===== src/der_env_pkg.sv =====
// Shared types and codes for the DER envelope checker.
// No dependencies; imported by der_env_core, der_envelope_check_unit and the testbench.
package der_env_pkg;

  // Tag values accepted as the outer envelope
  localparam logic [7:0] TAG_SEQUENCE = 8'h30;
  localparam logic [7:0] TAG_SET      = 8'h31;
  localparam logic [7:0] TAG_OCTETS   = 8'h04;
  localparam logic [7:0] LF_BYTE      = 8'h0a;

  typedef enum logic [2:0] {
    PH_TAG  = 3'd0,
    PH_LEN  = 3'd1,
    PH_OCT  = 3'd2,
    PH_BODY = 3'd3,
    PH_SKIP = 3'd4
  } der_phase_e;

  typedef enum logic [2:0] {
    ST_EXACT    = 3'd0,
    ST_NEWLINE  = 3'd1,
    ST_BADTAG   = 3'd2,
    ST_TRUNC    = 3'd3,
    ST_FORM     = 3'd4,
    ST_TOOBIG   = 3'd5,
    ST_MISMATCH = 3'd6
  } der_status_e;

  typedef struct packed {
    logic        accepted;
    der_status_e status;
    logic [31:0] declared_length;
    logic [2:0]  header_bytes;
  } der_verdict_t;

endpackage


===== src/der_envelope_check_unit.sv =====
// Top level of the DER envelope checker: input word register, parse core,
// result register. Depends on der_env_pkg and der_env_core.
//
// Usage:
//   The slave channel carries one byte of a DER blob per word; tlast marks
//   the last byte of the blob. The first byte must be a SEQUENCE, SET or
//   OCTET STRING tag, followed by a short- or long-form length and content.
//   For every blob the master channel gives exactly one verdict word, after
//   the last byte; other bytes give no output.
//   Throughput: one byte per cycle, except while a last byte waits behind a
//   held verdict; the parse core updates its state on every byte taken.
//   Verdict path: the last byte passes the input register, then the result
//   register, which presents its verdict.
//   Stalls: a held verdict only blocks a further last byte; ordinary bytes
//   keep flowing into the parse state meanwhile.
//   Reset: asynchronous, active low; empties both registers and returns the
//   parser to expecting a tag byte. After each verdict the parser restarts.
module der_envelope_check_unit import der_env_pkg::*; #(
  parameter int MAX_LEN_OCTETS = 4,
  parameter int COUNT_BITS     = 32
) (
  input  logic        clk_i,
  input  logic        rst_ni,
  input  logic        s_axis_tvalid,
  output logic        s_axis_tready,
  input  logic [7:0]  s_axis_tdata,   // [7:0] data_byte
  input  logic        s_axis_tlast,   // final_req
  output logic        m_axis_tvalid,
  input  logic        m_axis_tready,
  // [0] accepted, [3:1] status, [35:4] declared_length,
  // [38:36] header_bytes, [39] zero
  output logic [39:0] m_axis_tdata
);

  // input word register
  logic       in_vld_q;
  logic [7:0] in_byte_q;
  logic       in_last_q;
  logic       in_adv;

  // result register
  logic         out_vld_q;
  der_verdict_t out_q;
  logic         out_load;

  der_verdict_t verdict;
  der_phase_e   phase;
  logic [2:0]   hdr_cnt;
  logic         count_zero;

  // a last byte may move on only if the result register is empty or being read out
  assign in_adv   = in_vld_q && !(in_last_q && out_vld_q && !m_axis_tready);
  assign out_load = in_adv && in_last_q;
  assign s_axis_tready = !in_vld_q || in_adv;

  always_ff @(posedge clk_i or negedge rst_ni) begin
    if (!rst_ni) begin
      in_vld_q <= 1'b0;
    end else if (s_axis_tready) begin
      in_vld_q <= s_axis_tvalid;
    end
  end

  always_ff @(posedge clk_i) begin
    if (s_axis_tready && s_axis_tvalid) begin
      in_byte_q <= s_axis_tdata;
      in_last_q <= s_axis_tlast;
    end
  end

  der_env_core #(
    .MAX_LEN_OCTETS (MAX_LEN_OCTETS),
    .COUNT_BITS     (COUNT_BITS)
  ) u_core (
    .clk_i        (clk_i),
    .rst_ni       (rst_ni),
    .take_i       (in_adv),
    .data_byte_i  (in_byte_q),
    .final_req_i  (in_last_q),
    .verdict_o    (verdict),
    .phase_o      (phase),
    .hdr_cnt_o    (hdr_cnt),
    .count_zero_o (count_zero)
  );

  always_ff @(posedge clk_i or negedge rst_ni) begin
    if (!rst_ni) begin
      out_vld_q <= 1'b0;
    end else if (out_load) begin
      out_vld_q <= 1'b1;
    end else if (m_axis_tready) begin
      out_vld_q <= 1'b0;
    end
  end

  always_ff @(posedge clk_i) begin
    if (out_load) out_q <= verdict;
  end

  assign m_axis_tvalid = out_vld_q;
  assign m_axis_tdata  = {1'b0, out_q.header_bytes, out_q.declared_length,
                          out_q.status, out_q.accepted};

`ifndef NO_ASSERTIONS
  // verdict flag agrees with the status code
  a_accept_status : assert property (@(posedge clk_i) disable iff (!rst_ni)
    m_axis_tvalid |-> (m_axis_tdata[0] ==
      (m_axis_tdata[3:1] == ST_EXACT || m_axis_tdata[3:1] == ST_NEWLINE)))
    else $error("accepted flag inconsistent with status");

  // a bad tag is seen on the first byte, with no length decoded
  a_badtag_hdr : assert property (@(posedge clk_i) disable iff (!rst_ni)
    (m_axis_tvalid && m_axis_tdata[3:1] == ST_BADTAG) |->
      (m_axis_tdata[38:36] == 3'd1 && m_axis_tdata[35:4] == 32'd0))
    else $error("bad tag verdict with header or length set");

  // waiting for a tag means nothing of the previous blob is left over
  a_clean_start : assert property (@(posedge clk_i) disable iff (!rst_ni)
    (phase == PH_TAG) |-> (hdr_cnt == 3'd0 && count_zero))
    else $error("parse state not cleared at blob start");

  // a verdict is loaded only when the previous one is gone or taken
  a_no_overwrite : assert property (@(posedge clk_i) disable iff (!rst_ni)
    out_load |-> (!out_vld_q || m_axis_tready))
    else $error("result register overwritten");
`endif

endmodule


===== src/der_env_core.sv =====
// Per-blob parse state and verdict logic for the DER envelope checker.
// Depends on der_env_pkg.
module der_env_core import der_env_pkg::*; #(
  parameter int MAX_LEN_OCTETS = 4,
  parameter int COUNT_BITS     = 32
) (
  input  logic         clk_i,
  input  logic         rst_ni,
  input  logic         take_i,      // consume one byte this cycle
  input  logic [7:0]   data_byte_i,
  input  logic         final_req_i,
  output der_verdict_t verdict_o,   // valid when take_i && final_req_i
  output der_phase_e   phase_o,
  output logic [2:0]   hdr_cnt_o,
  output logic         count_zero_o
);

  localparam int OLW = $clog2(MAX_LEN_OCTETS + 1);
  localparam int CNW = COUNT_BITS + 1;
  localparam int CMW = (CNW > 33) ? CNW : 33;

  der_phase_e    phase_q, phase_d;
  der_status_e   ferr_q, ferr_d;
  logic [OLW-1:0] oct_left_q, oct_left_d;
  logic [31:0]   length_q, length_d;
  logic [CNW-1:0] count_q, count_d;
  logic [2:0]    hdr_cnt_q, hdr_cnt_d;

  logic [6:0]    n_oct;
  logic [31:0]   len_v;
  logic [CMW-1:0] cnt_x, len_x;
  der_status_e   status;

  assign n_oct = data_byte_i[6:0];

  // next state after taking the byte
  always_comb begin
    phase_d    = phase_q;
    ferr_d     = ferr_q;
    oct_left_d = oct_left_q;
    length_d   = length_q;
    count_d    = count_q;
    hdr_cnt_d  = hdr_cnt_q;
    unique case (phase_q)
      PH_TAG: begin
        hdr_cnt_d = hdr_cnt_q + 3'd1;
        if (data_byte_i == TAG_SEQUENCE || data_byte_i == TAG_SET ||
            data_byte_i == TAG_OCTETS) begin
          phase_d = PH_LEN;
        end else begin
          ferr_d  = ST_BADTAG;
          phase_d = PH_SKIP;
        end
      end
      PH_LEN: begin
        hdr_cnt_d = hdr_cnt_q + 3'd1;
        if (!data_byte_i[7]) begin
          length_d = {24'd0, data_byte_i};
          phase_d  = PH_BODY;
        end else if (n_oct == 7'd0) begin
          ferr_d  = ST_FORM;
          phase_d = PH_SKIP;
        end else if (n_oct > 7'(MAX_LEN_OCTETS)) begin
          ferr_d  = ST_TOOBIG;
          phase_d = PH_SKIP;
        end else begin
          oct_left_d = n_oct[OLW-1:0];
          length_d   = '0;
          phase_d    = PH_OCT;
        end
      end
      PH_OCT: begin
        hdr_cnt_d = hdr_cnt_q + 3'd1;
        if (length_q[31:24] != 8'd0) begin
          ferr_d   = ST_TOOBIG;
          length_d = '0;
          phase_d  = PH_SKIP;
        end else begin
          length_d   = {length_q[23:0], data_byte_i};
          oct_left_d = oct_left_q - OLW'(1);
          if (oct_left_q == OLW'(1)) phase_d = PH_BODY;
        end
      end
      PH_BODY: begin
        // saturates at 2^COUNT_BITS (top bit set)
        if (!count_q[CNW-1]) count_d = count_q + CNW'(1);
      end
      default: begin
      end
    endcase
  end

  // verdict from the state after this byte
  assign len_v = (phase_d == PH_BODY) ? length_d : 32'd0;
  assign cnt_x = CMW'(count_d);
  assign len_x = CMW'(len_v);

  always_comb begin
    if (ferr_d != ST_EXACT) begin
      status = ferr_d;
    end else if (phase_d != PH_BODY) begin
      status = ST_TRUNC;
    end else if (cnt_x == len_x) begin
      status = ST_EXACT;
    end else if (cnt_x == len_x + CMW'(1) && data_byte_i == LF_BYTE) begin
      status = ST_NEWLINE;
    end else if (cnt_x < len_x) begin
      status = ST_TRUNC;
    end else begin
      status = ST_MISMATCH;
    end
  end

  assign verdict_o.accepted        = (status == ST_EXACT) || (status == ST_NEWLINE);
  assign verdict_o.status          = status;
  assign verdict_o.declared_length = len_v;
  assign verdict_o.header_bytes    = hdr_cnt_d;

  always_ff @(posedge clk_i or negedge rst_ni) begin
    if (!rst_ni) begin
      phase_q    <= PH_TAG;
      ferr_q     <= ST_EXACT;
      oct_left_q <= '0;
      length_q   <= '0;
      count_q    <= '0;
      hdr_cnt_q  <= '0;
    end else if (take_i) begin
      if (final_req_i) begin
        phase_q    <= PH_TAG;
        ferr_q     <= ST_EXACT;
        oct_left_q <= '0;
        length_q   <= '0;
        count_q    <= '0;
        hdr_cnt_q  <= '0;
      end else begin
        phase_q    <= phase_d;
        ferr_q     <= ferr_d;
        oct_left_q <= oct_left_d;
        length_q   <= length_d;
        count_q    <= count_d;
        hdr_cnt_q  <= hdr_cnt_d;
      end
    end
  end

  assign phase_o      = phase_q;
  assign hdr_cnt_o    = hdr_cnt_q;
  assign count_zero_o = (count_q == '0);

endmodule


===== config.mk =====
export PLATFORM = sky130hd
export DESIGN_NAME = der_envelope_check_unit
export DESIGN_NICKNAME = d
export VERILOG_FILES = /design/src/der_env_pkg.sv /design/src/der_envelope_check_unit.sv /design/src/der_env_core.sv
export SDC_FILE = /design/constraint.sdc
export NUM_CORES = 1
export LEC_CHECK = 0
export BUFFER_PORTS_ARGS = -buffer_cell sky130_fd_sc_hd__buf_2
export CORE_MARGIN = 4
export CORE_UTILIZATION = 55
export CTS_CLUSTER_SIZE = 28
export DETAILED_ROUTE_END_ITERATION = 7
export PLACE_DENSITY = 0.76
export SETUP_SLACK_MARGIN = 0.2
export SLEW_MARGIN = 10
export SYNTH_ARGS = -nofsm -noshare
export SYNTH_HDL_FRONTEND = slang
export SYNTH_SLANG_ARGS = --single-unit

===== constraint.sdc =====
create_clock -name clk_i -period 4.8 [get_ports clk_i]
set_input_delay 0.96 -clock clk_i [delete_from_list [all_inputs] [get_ports clk_i]]
set_output_delay 0.96 -clock clk_i [all_outputs]
set_load 0.02 [all_outputs]

==> results of run 1 <==
-- where the power goes --
| group | leakage, nW | internal, mW | switching [mW] |
|---|---|---|---|
| sequential | 1.55 | 1.21 | 0.0840 |
| clock | 0.320 | 0.925 | 0.518 |
| combinational | 2.73 | 0.275 | 0.495 |
| total | 4.60 | 2.40 | 1.10 |
-- logic make-up (layout without fill, tap and decap cells) --
group,count (synthesis),in the layout
flip-flops,127,127
AO/OA/AOI/OAI,302,303
adder cells (fa/ha/maj),36,36
multiplexers,3,3
other,1,1
AND/OR/NAND/NOR,379,379
buffers and inverters,125,247
XOR/XNOR,74,74
-- metal layers --
| layer | up-vias | part of all wire (%) | track usage [%] |
|---|---|---|---|
| met4 | 0 | 4.7 | 16.1 |
| met1 | 4338 | 41 | 46.2 |
| met3 | 109 | 9.2 | 6.95 |
| met5 | - | 0 | 0 |
| met2 | 568 | 45 | 52.5 |
| li1 | 4106 | - | - |
-- Yosys cell counts (19+ instances only) --
cell type  number  area share, %
clkbuf_1       43            1.8
nor2_1         66            2.7
xnor2_1        49            4.7
xor2_1         25            2.4
nor4_1         23            1.6
and3_1         19            1.3
o21ai_0        92            5.1
nand3_1        37            2.0
a21oi_1        46            2.5
nor3_1         22            1.2
nand4_1        32            2.2
a22o_1         34            3.3
dfrtp_1        79             22
edfxtp_1       48             16
nand2_1        99            4.1
ha_1           35            4.8
inv_1          66            2.7
-- layout make-up --
| type | count | area [µm²] |
|---|---|---|
| multi-input cells | 796 | 5400 |
| fillers | 1253 | 5030 |
| flip-flops and latches | 127 | 3420 |
| repair buffers | 148 | 1020 |
| clock buffers | 22 | 517 |
| well taps | 216 | 270 |
| inverters | 67 | 251 |
| clock inverters | 10 | 145 |
-- what timing repair did --
action                     in CTS  in global routing
cloned                          0                  1
setup buffers                   0                  8
pin swaps                       0                  8
setup endpoints to repair       3                  4
hold buffers                    0                  0
resized for setup               4                 43
hold endpoints to repair        0                  0
-- sequential cells by signal, summed over array words and instances (netlist names) --
signal	cells
u_core.phase_o	3
u_core.count_q	33
u_core.ferr_q	3
u_core.oct_left_q	3
u_core.length_q	32
in_byte_q	8
in_vld_q	1
in_last_q	1
m_axis_tdata	39
u_core.hdr_cnt_o	3
m_axis_tvalid	1
-- worst max-delay path, cell delays in order, from the launching register on --
cell and delay, ns:
edfxtp_1 0.41, or4_4 0.57, or4_4 0.62, a22o_4 0.31, buf_4 0.19, nor2_4 0.15
inv_1 0.07, ha_1 0.31, a21o_1 0.17, a21o_1 0.17, a221o_1 0.39, a221oi_1 0.31
o221ai_1 0.18, nand2b_1 0.12, nand3_2 0.11, nand2_1 0.11, o31ai_1 0.09
-- worst max-delay path by stage --
stage	startpoint	end	slack, ns	cells after the start
2_1_floorplan	in_byte_q[4]	m_axis_tdata[2]	0.13	18
3_3_place_gp	u_core.phase_o[2]	m_axis_tdata[2]	0.13	13
3_5_place_dp	u_core.phase_o[2]	m_axis_tdata[2]	0.10	17
4_1_cts	in_byte_q[6]	m_axis_tdata[2]	0.20	13
5_1_grt	in_byte_q[6]	m_axis_tdata[1]	0.16	16
6_report	in_byte_q[6]	m_axis_tdata[3]	0.25	16
==> flow_summary.yaml, run 1 <==
status:
  status: "finished, final reports clean"
floorplanning:
  io_pins: 55
  die_w_um: 137
  die-area_um2: 18700
  initial_core_util_pct: 56.7
  core_um2: 16100
  fp.dieH_um: 137
  rows: 46
timing:
  skew_ns: 0.0110
  rsz0062_at_grt: "yes"
  relSlewSlack_pct: 27.6
  period_share_pct: 94.8
  final-setup-viol-count: 0
  worst_pin_slew_ns: 1.09
  min_period_ns: 4.55
  finalHoldViolCount: 0
  holdWs_ns: 0.492
  max_clock_freq_ghz: 0.220
  tns_ns: 0
  fin_ws_ns: 0.248
  drv_slew: 0
clock_tree:
  htreeDepth: 4
  cts_buffers: 17
  clkLatencyLatePin_ns: 0.43
  cts-root-buf: "clkbuf_16"
  cts_tree: "yes"
  cts.sinks: 127
  cts_buffer_depth: 2
  cts.reportedPaths.clkPinSlew_ns: 0.06
synth:
  syn_area_um2: 9100
  yosys_warnings: 0
  synth_edf_count: 48
  synth-compound-area-share_pct: 22.5
  synth_area_per_cell_um2: 8.69
  syn-num-nets: 1095
  synth.mux.area_fraction_pct: 0.344
  synth_cell_types: 85
  synth_top_family_by_area: "compound AO/OA/AOI/OAI gates"
  synthArstFlopShare_pct: 62.2
  synth_cells: 1047
  synth_xor_area_share_pct: 7.12
  ys_ff_latch: 127
  synth-simple-area-share_pct: 22.0
  synthAdderAreaFrac_pct: 4.92
  synthFlopType: "dfrtp_1"
  yosysSeqAreaShare_pct: 37.6
setup_path:
  critPathArrivalTime_ns: 4.72
  path_class: "register to register"
  rrSetupSlack_ns: 0.25
  end_kind: "register"
  worstReg2RegStart: "in_byte_q[6]"
  r2r-end: "m_axis_tdata[3]"
  startpoint_type: "register"
  required_ns: 4.96
  cp_max_fo: 7
  reg2reg_depth: 16
layout:
  syn_to_final_growth_pct: 21.1
  instances_no_fill: 1386
  drive_above_1_share_pct: 20.9
  fin_area_um2: 11000
  diodes: 0
  nets: 1205
  finalCoreUtilization_pct: 68.7
  mostFrequentLayoutCells: "99 x nand2_1, 93 x buf_4, 88 x o21ai_0"
  final_common_cell: "nand2_1"
route:
  vias: 9121
  drtIter0Drc: 1212
  drc: 0
  wirelength_um: 30900
  drtAntennaViolNets: 0
  wl_per_cell_um: 22.3
  first_pass_iters: 7
  via_per_inst: 6.58
placement:
  hpwl_um: 21900
  placed_area_um2: 10100
  dpl.cell_count: 1345
  io_buffers: 53
  place_ws_ns: 0.105
  globalplace.congestion: 1.00
run:
  cap_violations: 0
grt:
  grt_pass1_vias: 8588
  grt_pass1_wl_um: 48600
  grt_max_degree: 80
  gr-total-overflow: 0
  antenna_found_initial: 0
  grt_util_all_layers_pct: 34.1
pwr:
  finalPower_mw: 3.50
  peakVddDrop_mv: 0.298
  p_leak_nw: 4.60
  power.density_nw_per_um2: 318
hold_path:
  min_from: "u_core.oct_left_q[1]"
  holdCritPathClass: "register to register"
  hold_depth: 2
  min_to: "u_core.oct_left_q[1]"
No activity file was read; power rests on OpenSTA's default activity.
==> inputs of run 2 (changes only) <==
Settings changed: CORE_UTILIZATION 55 to 40, PLACE_DENSITY 0.76 to default.
==> flow_summary.yaml, run 2 (synthesis results as in run 1) <==
timing:
  drv_slew: 0
  worst_pin_slew_ns: 1.06
  tns_ns: 0
  fin_ws_ns: 0.305
  final-setup-viol-count: 0
  rsz0062_at_grt: "yes"
  skew_ns: 0.0108
  relSlewSlack_pct: 29.3
  min_period_ns: 4.50
  max_clock_freq_ghz: 0.222
  finalHoldViolCount: 0
  period_share_pct: 93.7
setup_path:
  path_delay_family: "simple AND/OR/NAND/NOR gates"
  cp_cell_sequence: "or4_4, or4_4, a22o_4, a21oi_1, ha_1, nor3_2, o311ai_1, a2111oi_2, o2111ai_1, or4_1, nor4_4, buf_4, o22ai_2, a21o_1"
  startpoint_type: "register"
  path_buf_inv: 1
  end_kind: "register"
  cpPeakStageDelay_ns: 0.59
  path_class: "register to register"
  critPathArrivalTime_ns: 4.67
  rrSetupSlack_ns: 0.30
  reg2reg_depth: 14
  r2r-end: "m_axis_tdata[2]"
  required_ns: 4.98
  path_depth: 14
  crit_path_top_delay_cell: "or4_4"
  crit_top_cell: "or4_4"
  cp_max_fo: 11
  worstReg2RegStart: "in_byte_q[4]"
clock_tree:
  cts.reportedPaths.clkPinSlew_ns: 0.06
  cts-root-buf: "clkbuf_16"
  cts_buffer_depth: 2
  cts_buffers: 17
  cts.sinks: 127
  cts_tree: "yes"
  htreeDepth: 4
  clkLatencyLatePin_ns: 0.43
floorplanning:
  io_pins: 55
  die_w_um: 159
  rows: 54
  core_um2: 22100
  initial_core_util_pct: 41.2
  fp.dieH_um: 159
  die-area_um2: 25200
grt:
  grt_util_all_layers_pct: 24.4
  grt_pass1_wl_um: 48800
  antenna_found_initial: 0
  gr-total-overflow: 0
  grt_pass1_vias: 8408
  grt_max_degree: 45
layout:
  diodes: 0
  final_common_cell: "nand2_1"
  seq_area_um2: 3420
  drive_above_1_share_pct: 18.1
  mostFrequentLayoutCells: "99 x nand2_1, 89 x o21ai_0, 79 x dfrtp_1"
  multi_input_area_um2: 5310
  nets: 1186
  largest_reg_flops: 39
  nFillCells: 2100
  syn_to_final_growth_pct: 18.9
pwr:
  power.density_nw_per_um2: 318
  p_leak_nw: 4.46
  peakVddDrop_mv: 0.246
  finalPower_mw: 3.44
placement:
  hpwl_um: 23300
  globalplace.congestion: 0.972
  place_ws_ns: 0.161
  io_buffers: 53
route:
  drc: 0
  drtAntennaViolNets: 0
  via_per_inst: 6.11
  wl_per_cell_um: 22.0
  vias: 8749
  wirelength_um: 31500
  first_pass_iters: 6
  drtIter0Drc: 1066
hold_path:
  hold_depth: 2
  holdCritPathClass: "register to register"
  min_to: "u_core.oct_left_q[1]"
  min_from: "u_core.oct_left_q[1]"
status:
  status: "finished, final reports clean"
run:
  cap_violations: 0
[run 2: cell types whose count changed in the layout (fill, tap and decap cells not counted), moves of 3 or more]
cell / previous run / this run
o21ai_1: 9 / 6
a21oi_2: 7 / 3
or4_1: 1 / 4
or4_4: 5 / 2
buf_4: 93 / 75
nor2_1: 60 / 63
nor3_1: 17 / 20
nor3_2: 7 / 3
a21oi_1: 42 / 46
[run 2: layout make-up]
cell class / instances / area share, %
multi-input cells: 796 / 49.0
clock inverters: 13 / 1.73
clock buffers: 19 / 4.09
well taps: 280 / 3.24
flip-flops and latches: 127 / 31.6
inverters: 67 / 2.32
repair buffers: 129 / 7.98
[run 2: worst reg2reg max path: stages (launching register included)]
cell,delay [ns]
edfxtp_1,0.40
or4_4,0.59
or4_4,0.50
a22o_4,0.33
a21oi_1,0.16
ha_1,0.28
nor3_2,0.21
o311ai_1,0.17
a2111oi_2,0.25
o2111ai_1,0.14
or4_1,0.47
nor4_4,0.28
buf_4,0.18
o22ai_2,0.08
a21o_1,0.20
[run 2: worst max path at each step]
stage                            startpoint              end  slack [ns]
after floorplan                in_byte_q[4]  m_axis_tdata[2]        0.13
after global placement    u_core.phase_o[0]  m_axis_tdata[2]        0.13
after detailed placement  u_core.phase_o[0]  m_axis_tdata[2]        0.16
after CTS                      in_byte_q[4]  m_axis_tdata[2]        0.21
after global routing           in_byte_q[4]  m_axis_tdata[2]        0.19
final                          in_byte_q[4]  m_axis_tdata[2]        0.30
[run 2: repair_timing]
item                       4_1_cts  5_1_grt
setup buffers                    0        1
hold buffers                     0        0
setup endpoints to repair        2        4
gates resized for setup          2       24
pin swaps                        0        1
cloned                           0        1
[run 2: power breakdown]
part           internal [mW]  leakage (nW)  switching, mW  total [mW]
clock network          0.885         0.300          0.527        1.41
registers               1.20          1.55         0.0598        1.26
logic                  0.260          2.61          0.508       0.767
total                   2.35          4.46           1.09        3.44
[run 2: metrics by stage]
step                hold slack (ns)  instance area [µm²]  utilization (%)  cells
global placement              0.472                10100             45.5   1397
CTS                           0.488                10700             48.4   1429
floorplan                     0.450                 9110                -   1047
finish                        0.488                10800             49.0   1431
global route                  0.516                10800             49.0   1431
detailed placement            0.474                10100             45.5   1397
[run 2: layer usage]
| layer | global-route usage [%] | up-vias | wire length [µm] | part of all wire (%) |
|---|---|---|---|---|
| li1 | - | 4067 | - | - |
| met1 | 34.1 | 4231 | 14200 | 45 |
| met2 | 38.6 | 392 | 14300 | 46 |
| met3 | 4.22 | 59 | 2080 | 6.6 |
| met4 | 8.44 | 0 | 876 | 2.8 |
| met5 | 0 | - | 0 | 0 |
